### config.mk
export PLATFORM = sky130hd
export DESIGN_NAME = prd_table_builder
export DESIGN_NICKNAME = d
export VERILOG_FILES = /design/src/hw/rtl/ptb_pkg.sv /design/src/hw/rtl/prd_table_builder.sv /design/src/hw/rtl/ptb_ctrl.sv /design/src/hw/rtl/ptb_datapath.sv
export SDC_FILE = /design/constraint.sdc
export NUM_CORES = 1
export LEC_CHECK = 0
export ABC_AREA = 1
export BUFFER_PORTS_ARGS = -buffer_cell sky130_fd_sc_hd__clkbuf_2
export CAP_MARGIN = 10
export CORE_ASPECT_RATIO = 1.4
export CORE_UTILIZATION = 45
export DETAILED_ROUTE_END_ITERATION = 6
export PLACE_DENSITY = 0.71
export SYNTH_ARGS = -nofsm -noshare
export SYNTH_HDL_FRONTEND = slang
export SYNTH_SLANG_ARGS = --single-unit
### constraint.sdc
create_clock -name clk_i -period 4.2 [get_ports clk_i]
set_input_delay 1.26 -clock clk_i [delete_from_list [all_inputs] [get_ports clk_i]]
set_output_delay 1.26 -clock clk_i [all_outputs]
set_load 0.005 [all_outputs]
### src/hw/rtl/ptb_pkg.sv
// Shared constants, types and codes of the PRD table builder.
package ptb_pkg;

  // Table capacity and derived counter width
  localparam int TABLE_ENTRIES = 64;
  localparam int CNT_W         = $clog2(TABLE_ENTRIES + 1);

  // Fixed field widths
  localparam int ADDR_W  = 32;
  localparam int CLEN_W  = 22;
  localparam int ELEN_W  = 16;
  localparam int IDX_W   = 6;
  localparam int PIECE_W = 17;

  localparam logic [PIECE_W-1:0] WINDOW    = 17'h10000;
  localparam logic [CLEN_W-1:0]  MAX_CHUNK = 22'd4063232;

  typedef enum logic [1:0] {
    ST_OK         = 2'd0,
    ST_ADDR_OVF   = 2'd1,
    ST_TABLE_FULL = 2'd2,
    ST_EMPTY_JOB  = 2'd3
  } status_e;

  typedef enum logic [1:0] {
    S_IDLE,
    S_SPLIT,
    S_FINISH,
    S_FLUSH
  } state_e;

  // Controller to datapath
  typedef struct packed {
    logic accept;
    logic step;
    logic finish;
    logic flush;
  } cmd_t;

  // Datapath to controller
  typedef struct packed {
    logic failed_eff;
    logic len_zero;
    logic can_push;
    logic stg_valid;
    logic out_free;
  } sts_t;

  // One table entry word
  typedef struct packed {
    logic [ADDR_W-1:0] addr;
    logic [ELEN_W-1:0] len;
    logic              eot;
    logic [IDX_W-1:0]  idx;
    status_e           status;
  } entry_t;

endpackage

### src/hw/rtl/prd_table_builder.sv
// Top level of the PRD table builder: controller plus datapath.
//
// Takes the memory chunks of one DMA job and returns ATA bus-master PRD
// entries, split at 64 KiB boundaries, the newest entry held back so that the
// job's final entry carries the end-of-table mark. One chunk is worked on at a
// time: after acceptance, the split loop steps once per 64 KiB piece, then
// checks for loop exit, handles the job end and flushes the staged word
// before the next ready, and the output side can stall each step; a chunk of
// a failed job is dropped at acceptance. The split loop steps one piece per
// cycle while the output side does not stall. The last result word of each
// chunk carries last_of_run.
module prd_table_builder import ptb_pkg::*; (
  input  logic              clk_i,
  input  logic              rst_ni,
  input  logic              in_valid_i,
  output logic              in_ready_o,
  input  logic [ADDR_W-1:0] chunk_address_i,
  input  logic [CLEN_W-1:0] chunk_length_i,
  input  logic              first_chunk_i,
  input  logic              last_chunk_i,
  output logic              out_valid_o,
  input  logic              out_ready_i,
  output logic [ADDR_W-1:0] entry_address_o,
  output logic [ELEN_W-1:0] entry_length_o,
  output logic              end_of_table_o,
  output logic [IDX_W-1:0]  entry_index_o,
  output logic [1:0]        status_o,
  output logic              last_of_run_o
);

  cmd_t   cmd;
  sts_t   sts;
  entry_t out_entry;

  ptb_ctrl u_ctrl (
    .clk_i      (clk_i),
    .rst_ni     (rst_ni),
    .in_valid_i (in_valid_i),
    .in_ready_o (in_ready_o),
    .sts_i      (sts),
    .cmd_o      (cmd)
  );

  ptb_datapath u_datapath (
    .clk_i           (clk_i),
    .rst_ni          (rst_ni),
    .cmd_i           (cmd),
    .sts_o           (sts),
    .chunk_address_i (chunk_address_i),
    .chunk_length_i  (chunk_length_i),
    .first_chunk_i   (first_chunk_i),
    .last_chunk_i    (last_chunk_i),
    .out_ready_i     (out_ready_i),
    .out_valid_o     (out_valid_o),
    .out_entry_o     (out_entry),
    .out_last_o      (last_of_run_o)
  );

  assign entry_address_o = out_entry.addr;
  assign entry_length_o  = out_entry.len;
  assign end_of_table_o  = out_entry.eot;
  assign entry_index_o   = out_entry.idx;
  assign status_o        = out_entry.status;

endmodule

### src/hw/rtl/ptb_ctrl.sv
// Sequencer of the PRD table builder: accept, split loop, job end, flush.
module ptb_ctrl import ptb_pkg::*; (
  input  logic   clk_i,
  input  logic   rst_ni,
  input  logic   in_valid_i,
  output logic   in_ready_o,
  input  sts_t   sts_i,
  output cmd_t   cmd_o
);

  state_e state_q, state_d;

  // State register
  always_ff @(posedge clk_i or negedge rst_ni) begin
    if (!rst_ni) begin
      state_q <= S_IDLE;
    end else begin
      state_q <= state_d;
    end
  end

  // Next state
  always_comb begin
    state_d = state_q;
    case (state_q)
      S_IDLE: begin
        if (in_valid_i && !sts_i.failed_eff) state_d = S_SPLIT;
      end
      S_SPLIT: begin
        if (sts_i.len_zero) state_d = S_FINISH;
      end
      S_FINISH: begin
        if (sts_i.can_push) state_d = S_FLUSH;
      end
      S_FLUSH: begin
        if (!sts_i.stg_valid || sts_i.out_free) state_d = S_IDLE;
      end
      default: state_d = S_IDLE;
    endcase
  end

  // Commands
  always_comb begin
    cmd_o      = '0;
    in_ready_o = 1'b0;
    case (state_q)
      S_IDLE: begin
        in_ready_o   = 1'b1;
        cmd_o.accept = in_valid_i;
      end
      S_SPLIT: begin
        cmd_o.step = !sts_i.len_zero && sts_i.can_push;
      end
      S_FINISH: begin
        cmd_o.finish = sts_i.can_push;
      end
      S_FLUSH: begin
        cmd_o.flush = sts_i.stg_valid && sts_i.out_free;
      end
      default: begin
        cmd_o      = '0;
        in_ready_o = 1'b0;
      end
    endcase
  end

endmodule

### src/hw/rtl/ptb_datapath.sv
// Datapath of the PRD table builder: chunk split, pending entry, staging, output word.
module ptb_datapath import ptb_pkg::*; (
  input  logic              clk_i,
  input  logic              rst_ni,
  input  cmd_t              cmd_i,
  output sts_t              sts_o,
  input  logic [ADDR_W-1:0] chunk_address_i,
  input  logic [CLEN_W-1:0] chunk_length_i,
  input  logic              first_chunk_i,
  input  logic              last_chunk_i,
  input  logic              out_ready_i,
  output logic              out_valid_o,
  output entry_t            out_entry_o,
  output logic              out_last_o
);

  // Working chunk
  logic [ADDR_W:0]     addr_q, addr_d;
  logic [CLEN_W-1:0]   len_q, len_d;
  logic                last_q, last_d;
  // Job state
  logic [ADDR_W-1:0]   pend_addr_q, pend_addr_d;
  logic [ELEN_W-1:0]   pend_len_q, pend_len_d;
  logic                pend_valid_q, pend_valid_d;
  logic [CNT_W-1:0]    entries_q, entries_d;
  logic                failed_q, failed_d;
  // Staged result and output register
  entry_t              stg_q, stg_d;
  logic                stg_valid_q, stg_valid_d;
  entry_t              out_q, out_d;
  logic                out_last_q, out_last_d;
  logic                out_valid_q, out_valid_d;

  logic                push;
  entry_t              push_entry;
  logic [PIECE_W-1:0]  piece_room, piece;
  logic [CNT_W-1:0]    last_idx;
  logic                failed_eff, out_free;

  // Piece size: bytes left in this 64 KiB window, cut to the chunk remainder
  assign piece_room = WINDOW - {1'b0, addr_q[15:0]};
  assign piece      = ({5'b0, piece_room} > len_q) ? len_q[PIECE_W-1:0] : piece_room;
  assign last_idx   = entries_q - CNT_W'(1);
  assign failed_eff = failed_q && !first_chunk_i;
  assign out_free   = !out_valid_q || out_ready_i;

  assign sts_o.failed_eff = failed_eff;
  assign sts_o.len_zero   = (len_q == '0);
  assign sts_o.can_push   = !stg_valid_q || out_free;
  assign sts_o.stg_valid  = stg_valid_q;
  assign sts_o.out_free   = out_free;

  // Job state update
  always_comb begin
    addr_d       = addr_q;
    len_d        = len_q;
    last_d       = last_q;
    pend_addr_d  = pend_addr_q;
    pend_len_d   = pend_len_q;
    pend_valid_d = pend_valid_q;
    entries_d    = entries_q;
    failed_d     = failed_q;
    push         = 1'b0;
    push_entry   = '0;

    if (cmd_i.accept) begin
      addr_d = {1'b0, chunk_address_i};
      len_d  = chunk_length_i;
      last_d = last_chunk_i;
      if (first_chunk_i) begin
        pend_addr_d  = '0;
        pend_len_d   = '0;
        pend_valid_d = 1'b0;
        entries_d    = '0;
        failed_d     = 1'b0;
      end
      if (failed_eff) begin
        len_d = '0;
        // failed job closes silently on its last chunk
        if (last_chunk_i) begin
          pend_addr_d  = '0;
          pend_len_d   = '0;
          pend_valid_d = 1'b0;
          entries_d    = '0;
          failed_d     = 1'b0;
        end
      end else if (chunk_length_i > MAX_CHUNK) begin
        push              = 1'b1;
        push_entry.status = ST_TABLE_FULL;
        pend_addr_d       = '0;
        pend_len_d        = '0;
        pend_valid_d      = 1'b0;
        failed_d          = 1'b1;
        len_d             = '0;
      end
    end

    if (cmd_i.step) begin
      if (addr_q[ADDR_W] || (entries_q >= CNT_W'(TABLE_ENTRIES))) begin
        push              = 1'b1;
        push_entry.status = addr_q[ADDR_W] ? ST_ADDR_OVF : ST_TABLE_FULL;
        pend_addr_d       = '0;
        pend_len_d        = '0;
        pend_valid_d      = 1'b0;
        failed_d          = 1'b1;
        len_d             = '0;
      end else begin
        // older pending entry goes out, the new piece becomes pending
        if (pend_valid_q) begin
          push            = 1'b1;
          push_entry.addr = pend_addr_q;
          push_entry.len  = pend_len_q;
          push_entry.idx  = IDX_W'(last_idx);
        end
        pend_addr_d  = addr_q[ADDR_W-1:0];
        pend_len_d   = piece[ELEN_W-1:0];
        pend_valid_d = 1'b1;
        entries_d    = entries_q + CNT_W'(1);
        addr_d       = addr_q + (ADDR_W+1)'(piece);
        len_d        = len_q - CLEN_W'(piece);
      end
    end

    if (cmd_i.finish && last_q) begin
      if (!failed_q) begin
        push = 1'b1;
        if (pend_valid_q) begin
          push_entry.addr = pend_addr_q;
          push_entry.len  = pend_len_q;
          push_entry.eot  = 1'b1;
          push_entry.idx  = IDX_W'(last_idx);
        end else begin
          push_entry.status = ST_EMPTY_JOB;
        end
      end
      pend_addr_d  = '0;
      pend_len_d   = '0;
      pend_valid_d = 1'b0;
      entries_d    = '0;
      failed_d     = 1'b0;
    end
  end

  // Staging and output word movement
  always_comb begin
    stg_d       = stg_q;
    stg_valid_d = stg_valid_q;
    out_d       = out_q;
    out_last_d  = out_last_q;
    out_valid_d = out_valid_q && !out_ready_i;
    if (push) begin
      if (stg_valid_q) begin
        out_d       = stg_q;
        out_last_d  = 1'b0;
        out_valid_d = 1'b1;
      end
      stg_d       = push_entry;
      stg_valid_d = 1'b1;
    end
    if (cmd_i.flush) begin
      out_d       = stg_q;
      out_last_d  = 1'b1;
      out_valid_d = 1'b1;
      stg_valid_d = 1'b0;
    end
  end

  // Control registers
  always_ff @(posedge clk_i or negedge rst_ni) begin
    if (!rst_ni) begin
      pend_addr_q  <= '0;
      pend_len_q   <= '0;
      pend_valid_q <= 1'b0;
      entries_q    <= '0;
      failed_q     <= 1'b0;
      stg_valid_q  <= 1'b0;
      out_valid_q  <= 1'b0;
    end else begin
      pend_addr_q  <= pend_addr_d;
      pend_len_q   <= pend_len_d;
      pend_valid_q <= pend_valid_d;
      entries_q    <= entries_d;
      failed_q     <= failed_d;
      stg_valid_q  <= stg_valid_d;
      out_valid_q  <= out_valid_d;
    end
  end

  // Payload registers
  always_ff @(posedge clk_i) begin
    addr_q     <= addr_d;
    len_q      <= len_d;
    last_q     <= last_d;
    stg_q      <= stg_d;
    out_q      <= out_d;
    out_last_q <= out_last_d;
  end

  assign out_valid_o = out_valid_q;
  assign out_entry_o = out_q;
  assign out_last_o  = out_last_q;

  // Checks
  a_count_cap: assert property (@(posedge clk_i) disable iff (!rst_ni)
    entries_q <= CNT_W'(TABLE_ENTRIES))
    else $error("entry count beyond table capacity");

  a_pend_counted: assert property (@(posedge clk_i) disable iff (!rst_ni)
    pend_valid_q |-> (entries_q != '0))
    else $error("pending entry without entry count");

  a_failed_no_pend: assert property (@(posedge clk_i) disable iff (!rst_ni)
    failed_q |-> !pend_valid_q)
    else $error("failed job still holds a pending entry");

  a_flush_empties: assert property (@(posedge clk_i) disable iff (!rst_ni)
    cmd_i.flush |=> (!stg_valid_q && out_valid_q && out_last_q))
    else $error("flush did not move the staged word out");

  a_push_room: assert property (@(posedge clk_i) disable iff (!rst_ni)
    (push && stg_valid_q) |-> out_free)
    else $error("staged word pushed over a waiting output word");

endmodule
==> flow_metrics.env, run 1 <==
export IMPL_run_status="complete, but fails checks"
export IMPL_violations="DRC"
export IMPL_numCtsBuffers=23
export IMPL_fmax_ghz=0.243
export IMPL_cp_num_buf_inv=6
export IMPL_synth_fp_nets=1777
export IMPL_end_kind="flip-flop"
export IMPL_cts_sinks=232
export IMPL_drc_errors=4
export IMPL_wirelength_um=38000
export IMPL_setup_violations=0
export IMPL_final_hold_viol_count=0
export IMPL_cp_max_fo=4
export IMPL_diodes=0
export IMPL_max_cap_viol_count=0
export IMPL_fin_hold_ws_ns=0.416
export IMPL_rsz0062_at_grt="true"
export IMPL_ys_async_sr_fraction=0.263
export IMPL_final_min_clock_period_ns=4.11
export IMPL_vias=12215
export IMPL_drive_gt1_frac=0.336
export IMPL_worstMarginPinSlew_ns=1.07
export IMPL_cp_endpoint="u_datapath.addr_q[14]"
export IMPL_ctsHtreeMaxLevel=1
export IMPL_syn_inst=1656
export IMPL_post_dp_hpwl_um=27600
export IMPL_r2r_cells=31
export IMPL_hold_path_class="flip-flop to flip-flop"
export IMPL_core_area_um2=28600
export IMPL_ys_seq_area_frac=0.480
export IMPL_crit_path_top_delay_cell="fa_2"
export IMPL_die_x_um=147
export IMPL_critical_path_arrival_ns=4.59
export IMPL_critPathMaxStageDelay_ns=0.40
export IMPL_fin_setup_tns_ns=0
export IMPL_avgSynthCellArea_um2=7.95
export IMPL_areaGrowthSynthToFinish_pct=36.0
export IMPL_syn_area_um2=13200
export IMPL_maxSlewHeadroom=0.288
export IMPL_worstSetupStartpointType="flip-flop"
export IMPL_clkSlewWorstSetupHoldPaths_ns=0.06
export IMPL_antenna_left=0
export IMPL_cts_tree="built"
export IMPL_dr_pass1_iters=7
export IMPL_crit_family="simple AND/OR/NAND/NOR gates"
export IMPL_ys_ff_latch=232
export IMPL_cp_depth=31
export IMPL_clock_skew_ns=0.0194
export IMPL_die_h_um=204
export IMPL_drtIter0Drc=695
export IMPL_synthFlopType="edfxtp_1"
export IMPL_grt_pass1_wl_um=57300
export IMPL_place_congestion=0.978
export IMPL_wl_per_cell_um=16.1
export IMPL_grt_pass1_vias=11495
export IMPL_initial_core_util=0.460
export IMPL_cts_path_max_buffers=3
export IMPL_gr_total_overflow=0
export IMPL_slew_viol_final=0
export IMPL_worstPathRequired_ns=4.67
export IMPL_r2r_setup_slack_ns=0.09
export IMPL_via_per_inst=5.17
export IMPL_cts_hold_buf=0
export IMPL_grt_max_degree=71
export IMPL_worstReg2RegStart="u_datapath.addr_q[4]"
export IMPL_die_area_um2=29900
export IMPL_yosys_warnings=0
export IMPL_rr_endpoint="u_datapath.addr_q[14]"
export IMPL_cts_root_buffer="clkbuf_16"
export IMPL_post_route_period_util=0.979
export IMPL_rows=73
export IMPL_yosysUniqueCellTypes=42
export IMPL_io_pins=120
export IMPL_port_buffer_count=119
export IMPL_track_usage=0.241
export IMPL_worstSetupPathType="flip-flop to flip-flop"
export IMPL_synth_edf_count=137
export IMPL_worstSetupStartpoint="u_datapath.addr_q[4]"
export IMPL_antenna_found_initial=0
export IMPL_insertion_delay_ns=0.54
export IMPL_nNetsFinal=2092
==> placed cells by master, fill, tap and decap left out, types with 6 or more instances in the layout <==
cell,count
o21ai_0,54
a21oi_1,31
nand2_4,39
nand2_2,64
nand2_1,364
xor2_1,15
nand3_2,30
clkbuf_16,24
nor3_2,6
nand3_4,7
edfxtp_1,137
ha_4,37
nor2_4,15
a21oi_2,13
nand4_1,22
o21ai_1,17
nor2_2,23
ha_1,22
nand3b_1,10
dfxtp_1,31
inv_2,30
nor3_1,11
dfrtp_1,61
buf_6,8
inv_4,6
nand3_1,176
nor2_1,132
xnor2_1,16
clkbuf_2,119
inv_1,200
buf_4,204
==> routing by layer <==
metal	vias to the layer above	global-route usage	share of wire	routed length, µm
met4	0	0.118	0.049	1860
met3	110	0.0270	0.054	2040
met5	-	0	0	0
li1	6011	-	-	-
met2	401	0.420	0.49	18800
met1	5693	0.297	0.40	15300
==> state kept, by name, summed over array words and instances (netlist names) <==
name and count:
u_datapath.stg_valid_q 1, u_datapath.pend_len_q 16, u_datapath.addr_q 33, u_datapath.len_q 22, u_datapath.failed_q 1, u_datapath.out_entry_o 57
u_ctrl.state_q 2, u_datapath.out_valid_o 1, u_datapath.stg_q 57, u_datapath.entries_q 7, u_datapath.out_last_o 1, u_datapath.last_q 1
u_datapath.pend_addr_q 32, u_datapath.pend_valid_q 1
==> timing repair <==
| item | 4_1_cts | 5_1_grt |
|---|---|---|
| pin swaps | 7 | 105 |
| resized for setup | 53 | 323 |
| setup endpoints to repair | 46 | 49 |
| buffers inserted | 2 | 22 |
| cloned | 0 | 1 |
==> cells by family after synthesis <==
kind of cell	Yosys count	share of synthesized area
AO/OA/AOI/OAI	134	0.0532
XOR/XNOR	35	0.0233
adder cells (fa/ha/maj)	61	0.0591
buffers and inverters	281	0.0846
flip-flops	232	0.480
AND/OR/NAND/NOR	913	0.299
==> synthesized netlist by cell type (all sizes together) (3+ instances only) <==
cell type  instances  area share
nor3b              3      0.0017
xor2              19       0.013
dfxtp             34       0.052
clkbuf            13      0.0037
o211ai             3      0.0017
or2                3      0.0014
nand2            467        0.14
o21ai             74       0.028
nand3            213       0.084
ha                59       0.056
nand3b            10      0.0057
nor2             170       0.050
a21oi             48       0.019
edfxtp           137        0.31
nor3              20      0.0076
xnor2             16       0.011
inv              236       0.067
nand4             23       0.012
dfrtp             61        0.12
o22ai              4      0.0019
buf               32       0.014
==> worst min-delay path by stage <==
stage                                     from                          to  slack (ns)  depth (start not counted)
after floorplan            u_datapath.stg_q[0]   u_datapath.out_entry_o[0]        0.40                          0
after global placement    u_datapath.stg_q[50]  u_datapath.out_entry_o[50]        0.40                          0
after detailed placement  u_datapath.stg_q[11]  u_datapath.out_entry_o[11]        0.40                          0
after CTS                 u_datapath.stg_q[52]  u_datapath.out_entry_o[52]        0.42                          0
after global routing      u_datapath.stg_q[39]  u_datapath.out_entry_o[39]        0.42                          0
final                     u_datapath.stg_q[52]  u_datapath.out_entry_o[52]        0.42                          0
==> final cells by class <==
type / instances / area (µm²)
Multi-Input combinational cell: 1143 / 7190
Clock buffer: 28 / 594
Timing Repair Buffer: 335 / 2300
Fill cell: 2326 / 10700
Sequential cell: 232 / 6320
Inverter: 236 / 901
Tap cell: 375 / 469
Clock inverter: 14 / 121
==> worst register-to-register path, delay by kind of cell, from the launching register on <==
family / cells / cell delay (ns)
simple gates: 20 / 1.99
fa+ha+maj: 3 / 0.85
buf+inv: 6 / 0.57
xor+xnor: 2 / 0.34
flops: 1 / 0.33
==> stage by stage <==
| stage | setup WS, ns | std cells | area, µm² | utilization |
|---|---|---|---|---|
| finish | 0.0868 | 2363 | 17900 | 0.626 |
| global route | -0.108 | 2363 | 17900 | 0.626 |
| CTS | -0.0142 | 2340 | 16400 | 0.575 |
| detailed placement | -0.318 | 2296 | 15400 | 0.540 |
| global placement | -0.291 | 2296 | 15400 | 0.540 |
| floorplan | 0.000580 | 1656 | 13200 | - |
Power of run 1 is left out: the tool's default activity adds up to more than one toggle a clock period on the data nets, which glitch-free logic cannot reach.
==> run 2, diff against run 1 <==
--- a/config.mk
+++ b/config.mk
@@ -9,6 +9,7 @@
 export BUFFER_PORTS_ARGS = -buffer_cell sky130_fd_sc_hd__clkbuf_2
 export CAP_MARGIN = 10
 export CORE_ASPECT_RATIO = 1.4
+export CORE_MARGIN = 1.5
 export CORE_UTILIZATION = 45
 export DETAILED_ROUTE_END_ITERATION = 6
 export PLACE_DENSITY = 0.71
==> run 2 against run 1 <==
Effect of this change: the flow finishes with violations (setup timing); highest routed layer unchanged; clock-buffer cell count is 4 lower; via count grew 0.48%; routed wire length rose by 4.0%.
==> flow_metrics.env, run 2 (synthesis results as in run 1) <==
export IMPL_cts_sinks=232
export IMPL_wl_per_cell_um=16.6
export IMPL_clock_skew_ns=0.0135
export IMPL_core_area_um2=28600
export IMPL_slew_viol_final=0
export IMPL_initial_core_util=0.460
export IMPL_areaGrowthSynthToFinish_pct=38.9
export IMPL_cp_max_fo=5
export IMPL_worstReg2RegStart="u_datapath.addr_q[0]"
export IMPL_die_h_um=205
export IMPL_insertion_delay_ns=0.52
export IMPL_crit_path_top_delay_cell="fa_2"
export IMPL_gr_total_overflow=0
export IMPL_final_fill_count=2378
export IMPL_layout_common_cells="371 x nand2_1, 214 x buf_4, 202 x inv_1, 171 x nand3_1, 137 x edfxtp_1"
export IMPL_nNetsFinal=2107
export IMPL_placed_area_um2=15500
export IMPL_r2r_setup_slack_ns=-0.05
export IMPL_wirelength_um=39500
export IMPL_grt_pass1_wl_um=58800
export IMPL_worstMarginPinSlew_ns=0.890
export IMPL_place_congestion=0.967
export IMPL_fin_hold_ws_ns=0.415
export IMPL_hold_depth=0
export IMPL_drive_gt1_frac=0.349
export IMPL_regArea_um2=6330
export IMPL_vias=12274
export IMPL_worstSetupStartpointType="flip-flop"
export IMPL_hold_path_class="flip-flop to flip-flop"
export IMPL_drc_errors=0
export IMPL_port_buffer_count=119
export IMPL_end_kind="flip-flop"
export IMPL_run_status="complete, but fails checks"
export IMPL_io_pins=120
export IMPL_crit_top_cell="nand2_1"
export IMPL_die_area_um2=30300
export IMPL_critical_path_arrival_ns=4.71
export IMPL_cp_endpoint="u_datapath.addr_q[12]"
export IMPL_cts_path_max_buffers=3
export IMPL_routed_wl_met3_um=2130
export IMPL_grt_pass1_vias=11421
export IMPL_rows=73
export IMPL_cts_tree="built"
export IMPL_dpl_cell_count=2300
export IMPL_multiInputGateArea_um2=7270
export IMPL_maxSlewHeadroom=0.405
export IMPL_drtIter0Drc=729
export IMPL_stdcell_count=2378
export IMPL_track_usage=0.246
export IMPL_final_min_clock_period_ns=4.25
export IMPL_clkSlewWorstSetupHoldPaths_ns=0.07
export IMPL_via_per_inst=5.16
export IMPL_rr_endpoint="u_datapath.addr_q[12]"
export IMPL_worstPathRequired_ns=4.66
export IMPL_diodes=0
export IMPL_max_cap_viol_count=0
export IMPL_final_hold_viol_count=0
export IMPL_critPathMaxStageDelay_ns=0.41
export IMPL_worst_slack_ns=-0.0481
export IMPL_die_x_um=148
export IMPL_setup_violations=1
export IMPL_dr_pass1_iters=5
export IMPL_post_dp_hpwl_um=28500
export IMPL_numCtsBuffers=23
export IMPL_violations="setup timing"
export IMPL_fmax_ghz=0.235
export IMPL_rsz0062_at_grt="true"
export IMPL_drt_met1_wl_um=16000
export IMPL_antenna_left=0
export IMPL_antenna_found_initial=0
export IMPL_worstSetupPathType="flip-flop to flip-flop"
export IMPL_worstSetupStartpoint="u_datapath.addr_q[0]"
export IMPL_fin_area_um2=18300
export IMPL_top_layer_used="met4"
export IMPL_ctsHtreeMaxLevel=1
export IMPL_final_common_cell="nand2_1"
export IMPL_r2r_cells=32
export IMPL_post_route_period_util=1.01
export IMPL_grt_max_degree=71
export IMPL_dr_wl_met2_um=19900
export IMPL_cts_root_buffer="clkbuf_16"
## run 2: timing repair
item	in CTS	in global routing
buffers inserted	6	28
pin swaps	21	103
gates resized for setup	119	259
gates cloned	2	0
setup endpoints to repair	48	48
hold buffers	0	0
## run 2: area by class of cell
class,count,area share
multi-input combinational,1143,0.398
clock buffer,24,0.0317
timing repair buffer,350,0.133
clock inverter,18,0.0162
inverter,236,0.0491
tap,375,0.0257
sequential,232,0.346
## run 2: metal layers
layer,global-route usage,vias up
met2,0.439,381
met5,0,-
met1,0.312,5778
li1,-,6043
met4,0.0825,0
met3,0.0222,72
## run 2: worst min-delay path by stage
| stage | slack (ns) | to | from |
|---|---|---|---|
| 2_1_floorplan | 0.40 | u_datapath.out_entry_o[0] | u_datapath.stg_q[0] |
| 3_3_place_gp | 0.40 | u_datapath.out_entry_o[4] | u_datapath.stg_q[4] |
| 5_1_grt | 0.42 | u_datapath.out_entry_o[32] | u_datapath.stg_q[32] |
| 6_report | 0.42 | u_datapath.out_entry_o[6] | u_datapath.stg_q[6] |
| 4_1_cts | 0.42 | u_datapath.out_entry_o[28] | u_datapath.stg_q[28] |
| 3_5_place_dp | 0.40 | u_datapath.out_entry_o[19] | u_datapath.stg_q[19] |
## run 2: through the flow
stage	setup TNS, ns	utilization	worst slack [ns]
finish	-0.0481	0.639	-0.0481
detailed placement	-12.71	0.542	-0.434
global route	-5.64	0.639	-0.226
floorplan	0	-	0.000580
global placement	-10.78	0.542	-0.390
CTS	0	0.597	0.00301
## run 2: critical path: cells and delay by family, from the launching register on
family | cells | cell delay, ns
flip-flops | 1 | 0.33
AND/OR/NAND/NOR | 19 | 1.75
adder cells (fa/ha/maj) | 4 | 1.00
buffers and inverters | 7 | 0.69
XOR/XNOR | 2 | 0.40
Power of run 2 is left out for the same reason.
==> run 3, diff against run 2 <==
--- a/config.mk
+++ b/config.mk
@@ -12,6 +12,7 @@
 export CORE_MARGIN = 1.5
 export CORE_UTILIZATION = 45
 export DETAILED_ROUTE_END_ITERATION = 6
+export MAX_ROUTING_LAYER = met4
 export PLACE_DENSITY = 0.71
 export SYNTH_ARGS = -nofsm -noshare
 export SYNTH_HDL_FRONTEND = slang
==> run 3 against run 2 <==
Effect of this change: the flow now finishes without violations; worst hold slack better by 0.0024 ns; global-route usage is 0.79 points higher; first-iteration DRC count down 8.6%; sequential cell count unchanged; highest routed layer unchanged; fmax grew 2.4%; final cell count increased by 0.55%; utilization increased by 0.91 points; non-clock buffer count increased by 14; cell area is 1.4% higher; clock skew increased by 0.0037 ns.
==> flow_metrics.env, run 3 (synthesis results as in run 1) <==
export IMPL_run_status="completed"
export IMPL_rows=73
export IMPL_numCtsBuffers=23
export IMPL_routed_wl_met3_um=1800
export IMPL_worstSetupStartpointType="flip-flop"
export IMPL_wirelength_um=39300
export IMPL_dpl_cell_count=2314
export IMPL_place_congestion=0.978
export IMPL_worstSetupPathType="flip-flop to flip-flop"
export IMPL_wl_per_cell_um=16.5
export IMPL_drt_met1_wl_um=16200
export IMPL_track_usage=0.254
export IMPL_io_pins=120
export IMPL_grt_max_degree=62
export IMPL_antenna_found_initial=0
export IMPL_grt_pass1_wl_um=58600
export IMPL_utilization=0.649
export IMPL_antenna_left=0
export IMPL_worstMarginPinSlew_ns=0.792
export IMPL_via_per_inst=5.13
export IMPL_post_dp_hpwl_um=28600
export IMPL_insertion_delay_ns=0.53
export IMPL_cts_sinks=232
export IMPL_initial_core_util=0.460
export IMPL_vias=12275
export IMPL_layout_common_cells="356 x nand2_1, 218 x buf_4, 186 x inv_1, 169 x nand3_1, 137 x edfxtp_1"
export IMPL_die_area_um2=30300
export IMPL_areaGrowthSynthToFinish_pct=40.9
export IMPL_dr_wl_met2_um=19600
export IMPL_worstPathRequired_ns=4.67
export IMPL_cts_path_max_buffers=3
export IMPL_critPathMaxStageDelay_ns=0.35
export IMPL_gr_total_overflow=0
export IMPL_critical_path_arrival_ns=4.62
export IMPL_dr_pass1_iters=5
export IMPL_nNetsFinal=2121
export IMPL_die_h_um=205
export IMPL_die_x_um=148
export IMPL_stdcell_count=2391
export IMPL_max_cap_viol_count=0
export IMPL_fin_hold_ws_ns=0.418
export IMPL_drc_errors=0
export IMPL_final_common_cell="nand2_1"
export IMPL_post_route_period_util=0.988
export IMPL_setup_violations=0
export IMPL_hold_path_class="flip-flop to flip-flop"
export IMPL_rsz0062_at_grt="true"
export IMPL_maxSlewHeadroom=0.472
export IMPL_clock_skew_ns=0.0172
export IMPL_grt_pass1_vias=11384
export IMPL_crit_path_top_delay_cell="fa_2"
export IMPL_core_area_um2=28600
export IMPL_cts_root_buffer="clkbuf_16"
export IMPL_clkSlewWorstSetupHoldPaths_ns=0.07
export IMPL_port_buffer_count=119
export IMPL_final_hold_viol_count=0
export IMPL_slew_viol_final=0
export IMPL_cts_tree="built"
export IMPL_drive_gt1_frac=0.372
export IMPL_cp_max_fo=5
export IMPL_top_layer_used="met4"
export IMPL_diodes=0
export IMPL_ctsHtreeMaxLevel=1
export IMPL_drtIter0Drc=666
export IMPL_final_min_clock_period_ns=4.15
export IMPL_end_kind="flip-flop"
export IMPL_fmax_ghz=0.241
## run 3: worst paths after layout
path,startpoint,to,slack (ns),cells past startpoint
max in group asynchronous,rst_ni,u_datapath.pend_addr_q[29],2.50,2
worst max register to register,u_datapath.addr_q[1],u_datapath.addr_q[12],0.05,30
min in group asynchronous,rst_ni,u_datapath.pend_len_q[1],0.81,1
worst min register to register,u_datapath.stg_q[13],u_datapath.out_entry_o[13],0.42,0
worst max-delay path,u_datapath.addr_q[1],u_datapath.addr_q[12],0.05,30
worst min-delay path,u_datapath.stg_q[13],u_datapath.out_entry_o[13],0.42,0
## run 3: what timing repair did
item                                    CTS  global route
setup buffers                             6            28
pin swaps                                15           137
cloned                                    0             2
endpoints found under the setup margin   46            49
hold buffers                              0             0
gates resized for setup                  85           371
## run 3: critical path, delay by kind of cell, from the launching register on
family        cells  cell delay, ns
xor+xnor          2            0.43
fa+ha+maj         4            0.93
buf+inv           6            0.55
flops             1            0.33
simple gates     18            1.83
## run 3: cell type report
| type | count | area [µm²] |
|---|---|---|
| clock buffer | 30 | 644 |
| clock inverter | 11 | 116 |
| fill | 2314 | 10000 |
| inverter | 236 | 898 |
| multi-input combinational | 1143 | 7490 |
| sequential | 232 | 6330 |
| tap | 375 | 469 |
| timing repair buffer | 364 | 2590 |
## run 3: layer usage
| layer | vias up | GRT usage |
|---|---|---|
| met2 | 325 | 0.432 |
| met5 | - | - |
| met3 | 91 | 0.0231 |
| met4 | 0 | 0.0996 |
| met1 | 5784 | 0.312 |
| li1 | 6075 | - |
## run 3: metrics by stage
stage	instance area, µm²	TNS [ns]	setup WS (ns)
floorplan	13200	0	0.000580
global placement	15600	-8.79	-0.372
detailed placement	15600	-12.25	-0.416
CTS	16900	-0.000370	-0.000370
global route	18500	-3.11	-0.160
finish	18500	0	0.0523
Power of run 3 is left out for the same reason.
